`config.mk`:
```
export PLATFORM = sky130hd
export DESIGN_NAME = focus_window_from_tap
export DESIGN_NICKNAME = d
export VERILOG_FILES = /design/src/hdl/fwt_pkg.sv /design/src/hdl/fwt_regs.sv /design/src/hdl/fwt_axis.sv /design/src/hdl/focus_window_from_tap.sv
export SDC_FILE = /design/constraint.sdc
export NUM_CORES = 2
export LEC_CHECK = 0
export BUFFER_PORTS_ARGS = -buffer_cell sky130_fd_sc_hd__buf_2
export CAP_MARGIN = 30
export CORE_ASPECT_RATIO = 1.75
export CORE_MARGIN = 4
export CORE_UTILIZATION = 55
export DETAILED_ROUTE_END_ITERATION = 7
export MAX_ROUTING_LAYER = met4
export PLACE_DENSITY_LB_ADDON = 0.2
export REMOVE_ABC_BUFFERS = 1
export SYNTH_ARGS = -nofsm -noshare
export SYNTH_HDL_FRONTEND = slang
export SYNTH_HIERARCHICAL = 1
export SYNTH_SLANG_ARGS = --single-unit
```
`constraint.sdc`:
```
create_clock -name clk -period 8.95 [get_ports clk]
set_input_delay 0 -clock clk [delete_from_list [all_inputs] [get_ports clk]]
set_output_delay 0 -clock clk [all_outputs]
set_load 0.02 [all_outputs]
```
`src/hdl/fwt_pkg.sv`:
```
package fwt_pkg;

	localparam int MIN_WINDOW_DEF = 32;
	localparam int CFG_ADDR_W = 5;
	localparam int CFG_DATA_W = 32;

	localparam logic [16:0] ONE_Q16 = 17'h10000;
	localparam logic [16:0] HALF_Q16 = 17'h08000;

	typedef enum logic [2:0] {
		REG_ORIENTATION = 3'd0,
		REG_CROP_LEFT   = 3'd1,
		REG_CROP_TOP    = 3'd2,
		REG_CROP_WIDE   = 3'd3,
		REG_CROP_TALL   = 3'd4
	} reg_idx_t;

	typedef enum logic [3:0] {
		ORIENT_IDENTITY       = 4'd1,
		ORIENT_MIRROR_X       = 4'd2,
		ORIENT_ROTATE_180     = 4'd3,
		ORIENT_MIRROR_Y       = 4'd4,
		ORIENT_TRANSPOSE      = 4'd5,
		ORIENT_ROTATE_270     = 4'd6,
		ORIENT_ANTI_TRANSPOSE = 4'd7,
		ORIENT_ROTATE_90      = 4'd8
	} orient_t;

	typedef struct packed {
		logic [3:0]  orientation;
		logic [15:0] crop_left;
		logic [15:0] crop_top;
		logic [15:0] crop_wide;
		logic [15:0] crop_tall;
	} cfg_t;

	typedef struct packed {
		logic [16:0] tap_x;
		logic [16:0] tap_y;
		logic [15:0] size_fraction;
	} tap_t;

	typedef struct packed {
		logic [16:0] win_left;
		logic [16:0] win_top;
		logic [15:0] win_width;
		logic [15:0] win_height;
	} win_t;

endpackage

```
`src/hdl/fwt_regs.sv`:
```
module fwt_regs (
	input  logic                                clk,
	input  logic                                arst_n,
	input  logic                                psel,
	input  logic                                penable,
	input  logic                                pwrite,
	input  logic [fwt_pkg::CFG_ADDR_W-1:0]      paddr,
	input  logic [fwt_pkg::CFG_DATA_W-1:0]      pwdata,
	output logic [fwt_pkg::CFG_DATA_W-1:0]      prdata,
	output fwt_pkg::cfg_t                       cfg
);

	fwt_pkg::cfg_t    cfg_q;
	fwt_pkg::reg_idx_t reg_idx;
	logic             wr_en;

	assign reg_idx = fwt_pkg::reg_idx_t'(paddr[fwt_pkg::CFG_ADDR_W-1:2]);
	assign wr_en = psel && penable && pwrite;
	assign cfg = cfg_q;

	always_ff @(posedge clk or negedge arst_n) begin
		if (!arst_n) begin
			cfg_q.orientation <= fwt_pkg::ORIENT_IDENTITY;
			cfg_q.crop_left <= 16'd0;
			cfg_q.crop_top <= 16'd0;
			cfg_q.crop_wide <= 16'd1;
			cfg_q.crop_tall <= 16'd1;
		end else if (wr_en) begin
			unique case (reg_idx)
				fwt_pkg::REG_ORIENTATION: cfg_q.orientation <= pwdata[3:0];
				fwt_pkg::REG_CROP_LEFT: cfg_q.crop_left <= pwdata[15:0];
				fwt_pkg::REG_CROP_TOP: cfg_q.crop_top <= pwdata[15:0];
				fwt_pkg::REG_CROP_WIDE: cfg_q.crop_wide <= pwdata[15:0];
				fwt_pkg::REG_CROP_TALL: cfg_q.crop_tall <= pwdata[15:0];
				default: ;
			endcase
		end
	end

	always_comb begin
		prdata = '0;
		unique case (reg_idx)
			fwt_pkg::REG_ORIENTATION: prdata[3:0] = cfg_q.orientation;
			fwt_pkg::REG_CROP_LEFT: prdata[15:0] = cfg_q.crop_left;
			fwt_pkg::REG_CROP_TOP: prdata[15:0] = cfg_q.crop_top;
			fwt_pkg::REG_CROP_WIDE: prdata[15:0] = cfg_q.crop_wide;
			fwt_pkg::REG_CROP_TALL: prdata[15:0] = cfg_q.crop_tall;
			default: prdata = '0;
		endcase
	end

endmodule

```
`src/hdl/fwt_axis.sv`:
```
module fwt_axis #(
	parameter int MIN_WINDOW = fwt_pkg::MIN_WINDOW_DEF
) (
	input  logic        clk,
	input  logic        en_s2,
	input  logic        en_s3,
	input  logic        en_out,
	input  logic [16:0] pos,
	input  logic [15:0] frac,
	input  logic [15:0] crop,
	input  logic [15:0] offset,
	output logic [16:0] win_lo_q,
	output logic [15:0] win_size_q
);

	localparam logic [16:0] MIN_SIZE = 17'(MIN_WINDOW);
	localparam logic [16:0] HALF_ROUND = fwt_pkg::HALF_Q16;

	logic [31:0] size_prod;
	logic [32:0] size_sum;
	logic [32:0] cen_prod;
	logic [32:0] cen_sum;
	logic [16:0] size_rnd_s2;
	logic [16:0] cen_s2;

	logic [16:0] size_lo;
	logic [16:0] size_clamped;
	logic [15:0] size_s3;
	logic [16:0] cen_s3;

	logic [15:0] half;
	logic [15:0] lim;
	logic [16:0] diff;
	logic [16:0] rel;

	assign size_prod = 32'(crop) * 32'(frac);
	assign size_sum = 33'(size_prod) + 33'(HALF_ROUND);
	assign cen_prod = 33'(pos) * 33'(crop - 16'd1);
	assign cen_sum = cen_prod + 33'(HALF_ROUND);

	always_ff @(posedge clk) begin
		if (en_s2) begin
			size_rnd_s2 <= size_sum[32:16];
			cen_s2 <= cen_sum[32:16];
		end
	end

	always_comb begin
		size_lo = (size_rnd_s2 < MIN_SIZE) ? MIN_SIZE : size_rnd_s2;
		size_clamped = (size_lo > 17'(crop)) ? 17'(crop) : size_lo;
	end

	always_ff @(posedge clk) begin
		if (en_s3) begin
			size_s3 <= size_clamped[15:0];
			cen_s3 <= cen_s2;
		end
	end

	always_comb begin
		half = {1'b0, size_s3[15:1]};
		lim = crop - size_s3;
		diff = cen_s3 - 17'(half);
		if (cen_s3 < 17'(half)) begin
			rel = 17'd0;
		end else if (diff > 17'(lim)) begin
			rel = 17'(lim);
		end else begin
			rel = diff;
		end
	end

	always_ff @(posedge clk) begin
		if (en_out) begin
			win_lo_q <= 17'(offset) + rel;
			win_size_q <= size_s3;
		end
	end

endmodule

```
`src/hdl/focus_window_from_tap.sv`:
```
// Turns a tap point on the displayed image into an autofocus window in sensor crop
// coordinates. One transaction is accepted per clock while the output is taken, and its
// window passes through the input register, multiply stage, size clamp stage and result
// register in that order; a stalled result register backs up the stages behind it one by
// one, so throughput stays one transaction per cycle while the output is taken. Crop and
// orientation registers may only be written while no transaction is in flight.
module focus_window_from_tap #(
	parameter int MIN_WINDOW = fwt_pkg::MIN_WINDOW_DEF
) (
	input  logic                           clk,
	input  logic                           arst_n,
	input  logic                           tap_valid,
	output logic                           tap_ready,
	input  fwt_pkg::tap_t                  tap,
	output logic                           win_valid,
	input  logic                           win_ready,
	output fwt_pkg::win_t                  win,
	input  logic                           psel,
	input  logic                           penable,
	input  logic                           pwrite,
	input  logic [fwt_pkg::CFG_ADDR_W-1:0] paddr,
	input  logic [fwt_pkg::CFG_DATA_W-1:0] pwdata,
	output logic [fwt_pkg::CFG_DATA_W-1:0] prdata,
	output logic                           pready
);

	fwt_pkg::cfg_t cfg;
	fwt_pkg::tap_t tap_s1;

	logic v1_q, v2_q, v3_q, vo_q;
	logic adv1, adv2, adv3, adv_o;
	logic [15:0] crop_w_eff, crop_h_eff;
	logic [16:0] tx, ty, px, py;

	assign pready = 1'b1;

	fwt_regs u_regs (
		.clk     (clk),
		.arst_n  (arst_n),
		.psel    (psel),
		.penable (penable),
		.pwrite  (pwrite),
		.paddr   (paddr),
		.pwdata  (pwdata),
		.prdata  (prdata),
		.cfg     (cfg)
	);

	assign crop_w_eff = (cfg.crop_wide == 16'd0) ? 16'd1 : cfg.crop_wide;
	assign crop_h_eff = (cfg.crop_tall == 16'd0) ? 16'd1 : cfg.crop_tall;

	assign adv_o = !vo_q || win_ready;
	assign adv3 = !v3_q || adv_o;
	assign adv2 = !v2_q || adv3;
	assign adv1 = !v1_q || adv2;
	assign tap_ready = adv1;
	assign win_valid = vo_q;

	always_ff @(posedge clk or negedge arst_n) begin
		if (!arst_n) begin
			v1_q <= 1'b0;
			v2_q <= 1'b0;
			v3_q <= 1'b0;
			vo_q <= 1'b0;
		end else begin
			if (adv1) v1_q <= tap_valid;
			if (adv2) v2_q <= v1_q;
			if (adv3) v3_q <= v2_q;
			if (adv_o) vo_q <= v3_q;
		end
	end

	always_ff @(posedge clk) begin
		if (tap_valid && adv1) begin
			tap_s1 <= tap;
		end
	end

	always_comb begin
		tx = (tap_s1.tap_x > fwt_pkg::ONE_Q16) ? fwt_pkg::ONE_Q16 : tap_s1.tap_x;
		ty = (tap_s1.tap_y > fwt_pkg::ONE_Q16) ? fwt_pkg::ONE_Q16 : tap_s1.tap_y;
		unique case (cfg.orientation)
			fwt_pkg::ORIENT_MIRROR_X: begin
				px = fwt_pkg::ONE_Q16 - tx;
				py = ty;
			end
			fwt_pkg::ORIENT_ROTATE_180: begin
				px = fwt_pkg::ONE_Q16 - tx;
				py = fwt_pkg::ONE_Q16 - ty;
			end
			fwt_pkg::ORIENT_MIRROR_Y: begin
				px = tx;
				py = fwt_pkg::ONE_Q16 - ty;
			end
			fwt_pkg::ORIENT_TRANSPOSE: begin
				px = ty;
				py = tx;
			end
			fwt_pkg::ORIENT_ROTATE_270: begin
				px = fwt_pkg::ONE_Q16 - ty;
				py = tx;
			end
			fwt_pkg::ORIENT_ANTI_TRANSPOSE: begin
				px = fwt_pkg::ONE_Q16 - ty;
				py = fwt_pkg::ONE_Q16 - tx;
			end
			fwt_pkg::ORIENT_ROTATE_90: begin
				px = ty;
				py = fwt_pkg::ONE_Q16 - tx;
			end
			default: begin
				px = tx;
				py = ty;
			end
		endcase
	end

	fwt_axis #(.MIN_WINDOW(MIN_WINDOW)) u_axis_x (
		.clk        (clk),
		.en_s2      (adv2 && v1_q),
		.en_s3      (adv3 && v2_q),
		.en_out     (adv_o && v3_q),
		.pos        (px),
		.frac       (tap_s1.size_fraction),
		.crop       (crop_w_eff),
		.offset     (cfg.crop_left),
		.win_lo_q   (win.win_left),
		.win_size_q (win.win_width)
	);

	fwt_axis #(.MIN_WINDOW(MIN_WINDOW)) u_axis_y (
		.clk        (clk),
		.en_s2      (adv2 && v1_q),
		.en_s3      (adv3 && v2_q),
		.en_out     (adv_o && v3_q),
		.pos        (py),
		.frac       (tap_s1.size_fraction),
		.crop       (crop_h_eff),
		.offset     (cfg.crop_top),
		.win_lo_q   (win.win_top),
		.win_size_q (win.win_height)
	);

	// An empty result register must let the whole pipeline move.
	a_ready_when_drained: assert property (@(posedge clk) disable iff (!arst_n)
		!vo_q |-> tap_ready)
		else $error("input stalled while the result register is empty");

	a_size_in_crop: assert property (@(posedge clk) disable iff (!arst_n)
		win_valid |-> (win.win_width <= crop_w_eff) && (win.win_height <= crop_h_eff))
		else $error("window larger than the crop");

	a_size_floor: assert property (@(posedge clk) disable iff (!arst_n)
		win_valid |-> (win.win_width >= 16'(MIN_WINDOW) || win.win_width == crop_w_eff))
		else $error("window width below the minimum");

	a_left_inside: assert property (@(posedge clk) disable iff (!arst_n)
		win_valid |-> (win.win_left >= 17'(cfg.crop_left))
			&& (18'(win.win_left) + 18'(win.win_width)
				<= 18'(cfg.crop_left) + 18'(crop_w_eff)))
		else $error("window leaves the crop horizontally");

	a_top_inside: assert property (@(posedge clk) disable iff (!arst_n)
		win_valid |-> (win.win_top >= 17'(cfg.crop_top))
			&& (18'(win.win_top) + 18'(win.win_height)
				<= 18'(cfg.crop_top) + 18'(crop_h_eff)))
		else $error("window leaves the crop vertically");

endmodule
```
==> reports/qor.csv <==
metric;value;unit
outcome;finished, final reports clean;
rsz0062_at_grt;no;
ff2ff_setup_slack;0.29;ns
place.gp.congestion;0.976;
skew;0.0488;ns
async_flop_share;22.4;%
wl_per_cell;21.5;um
slew_headroom;27.8;%
drt-initial-drc-count;2518;
worst_ep_required_time;9.27;ns
clockBufferDepth;3;
slowest_stage;dfrtp_1;
syn_to_final_growth;8.70;%
core-area;0.101;mm^2
yosys.area.top_type;fa_1;
cts_tree;yes;
synth-seq-cells;322;
rows;154;
dr_total_vias;43000;
setup_viol_count_final;0;
cts_sinks;322;
grt_usage;31.1;%
synth_flop_cell;edfxtp_1;
grt_start_max_net_pins;73;
finalHoldViolCount;0;
fmax;115;MHz
grt_pass1_wl;253000;um
grt_pass1_vias;45900;
io_buffers;159;
endpoint;u_axis_x/cen_s2[16]$_DFFE_PP_;
final_common_cell;inv_1;
yosysWarningCount;6;
r2r-end;u_axis_x/cen_s2[16]$_DFFE_PP_;
worst_setup_path_start_kind;register;
die_h;429;um
r2r-start;u_regs/cfg[65]$_DFFE_PN0P_;
final_cell_mix;inv_1, fa_1, nand2_1, ha_1, and2_1;
final_nets;7685;
tightest_slew;1.08;ns
worst_r2r_path_depth;28;
synthesis.area;0.0558;mm^2
setup_tns;0;ns
min_period;8.66;ns
ys_types;118;
die_w;249;um
grt_overflow;0;
clkTransAtPathRegs;0.07;ns
cts_resized;0;
crit_type;reg2reg;
insertion_delay;0.62;ns
cp-end-kind;register;
crit_path_max_incr_delay;0.80;ns
synth_top_area_share;30.2;%
dp_hpwl;126000;um
synth_area_leaders;fa_1, ha_1, edfxtp_1;
wl;161000;um
drc;0;
hold_path_class;in2reg;
arrival;8.98;ns
htreeDepth;2;
antenna_found_initial;5;
die_area;0.107;mm^2
cts_root_buf;clkbuf_16;
cts_hold_buf;70;
path_common_cell;fa_1;
synth.yosys.seq_area_share;16.7;%
vias_per_cell;5.74;
drv_slew;0;
drt-pass1-iter-count;6;
ios;195;
synth_edf_count;250;
cts_setup_buffers;0;
avgSynthCellArea;9.38;um^2
drv_cap;0;
numCtsBuffers;37;
ant_nets;0;
start_util;55.4;%
startpoint;u_regs/cfg[65]$_DFFE_PN0P_;
netlist_instances;5953;
drive_gt1_share;9.90;%
period_share;96.8;%
cp_max_fo;16;
[flip-flops by register name (all words and copies together), names as in the netlist]
signal,flops
v1_q,1
u_axis_x/win_lo_q,17
u_axis_x/size_s3,16
u_axis_y/cen_s3,17
u_axis_y/size_s3,16
tap_s1,50
u_axis_y/win_size_q,16
u_axis_y/size_rnd_s2,17
u_regs/cfg,68
u_axis_y/cen_s2,17
u_axis_x/cen_s2,17
u_axis_x/size_rnd_s2,17
u_axis_x/win_size_q,16
v2_q,1
u_axis_y/win_lo_q,17
v3_q,1
u_axis_x/cen_s3,17
win_valid,1
[cells in the mapped netlist, types with 72 or more instances]
| cell | instances |
|---|---|
| clkbuf_1 | 249 |
| nor2_1 | 195 |
| nor2b_1 | 88 |
| nand2_1 | 726 |
| edfxtp_1 | 250 |
| xnor2_1 | 121 |
| a21oi_1 | 136 |
| ha_1 | 616 |
| inv_1 | 1169 |
| fa_1 | 842 |
| o21ai_0 | 93 |
| mux2_2 | 89 |
| and2_1 | 404 |
| nand3_1 | 72 |
[routing by layer]
metal | wire [um] | track usage [%] | share of wire [%] | vias up
met5 | 0 | - | 0 | -
met4 | 11800 | 18.5 | 7.3 | 0
met3 | 8730 | 3.46 | 5.4 | 551
met2 | 83100 | 54.7 | 52 | 1525
met1 | 57600 | 33.9 | 36 | 21600
li1 | - | - | - | 19300
[stage by stage]
step	hold slack [ns]	instance area, um^2	std cells	utilization, %	worst slack, ns
3_5_place_dp	0.178	58600	7346	58.1	0.440
5_1_grt	0.0729	60700	7489	60.2	0.0142
4_1_cts	0.0536	60600	7484	60.1	0.427
2_1_floorplan	-0.296	54600	5670	-	0.313
3_3_place_gp	0.177	58500	7341	58.1	0.377
6_report	0.0913	60700	7489	60.2	0.289
[critical path: cells and delay by family, from the launching register on]
family                   cells  cell delay, ns
flip-flops                   1            0.80
XOR/XNOR                     1            0.07
adder cells (fa/ha/maj)      7            3.21
AND/OR/NAND/NOR              6            1.62
AO/OA/AOI/OAI                9            2.18
buffers and inverters        5            0.52
[area by class of cell]
type	count	area [um^2]
Multi-Input combinational cell	4179	41000
Fill cell	8806	40100
Sequential cell	322	9310
Inverter	1169	4390
Timing Repair Buffer	424	3080
Tap cell	1326	1660
Clock buffer	42	996
Clock inverter	26	282
Antenna cell	1	2.50
[cells by family (layout without fill, tap and decap cells)]
family / after synthesis / count (layout) / synth area share [%]
and+or+nand+nor: 1798 / 1798 / 16.2
buffers and inverters: 1467 / 1661 / 10.2
adders and majority gates: 1458 / 1458 / 44.0
AOI/OAI and AO/OA: 626 / 626 / 8.01
DFF: 322 / 322 / 16.7
xor gates and xnor gates: 167 / 167 / 2.67
muxes: 113 / 113 / 2.23
other: 2 / 18 / 0.0135
[how the worst min path moves through the flow]
stage	start	to	slack, ns	depth (start not counted)
after CTS	tap[35]	tap_s1[35]$_DFFE_PP_	0.05	2
final	tap[36]	tap_s1[36]$_DFFE_PP_	0.09	2
after floorplan	arst_n	u_regs/cfg[10]$_DFFE_PN0P_	-0.30	0
after detailed placement	tap[25]	tap_s1[25]$_DFFE_PP_	0.18	1
after global routing	tap[36]	tap_s1[36]$_DFFE_PP_	0.07	2
after global placement	tap[23]	tap_s1[23]$_DFFE_PP_	0.18	1
Power is not shown: default switching activity piles up to over one toggle a cycle in this logic, so the estimate is an artifact.
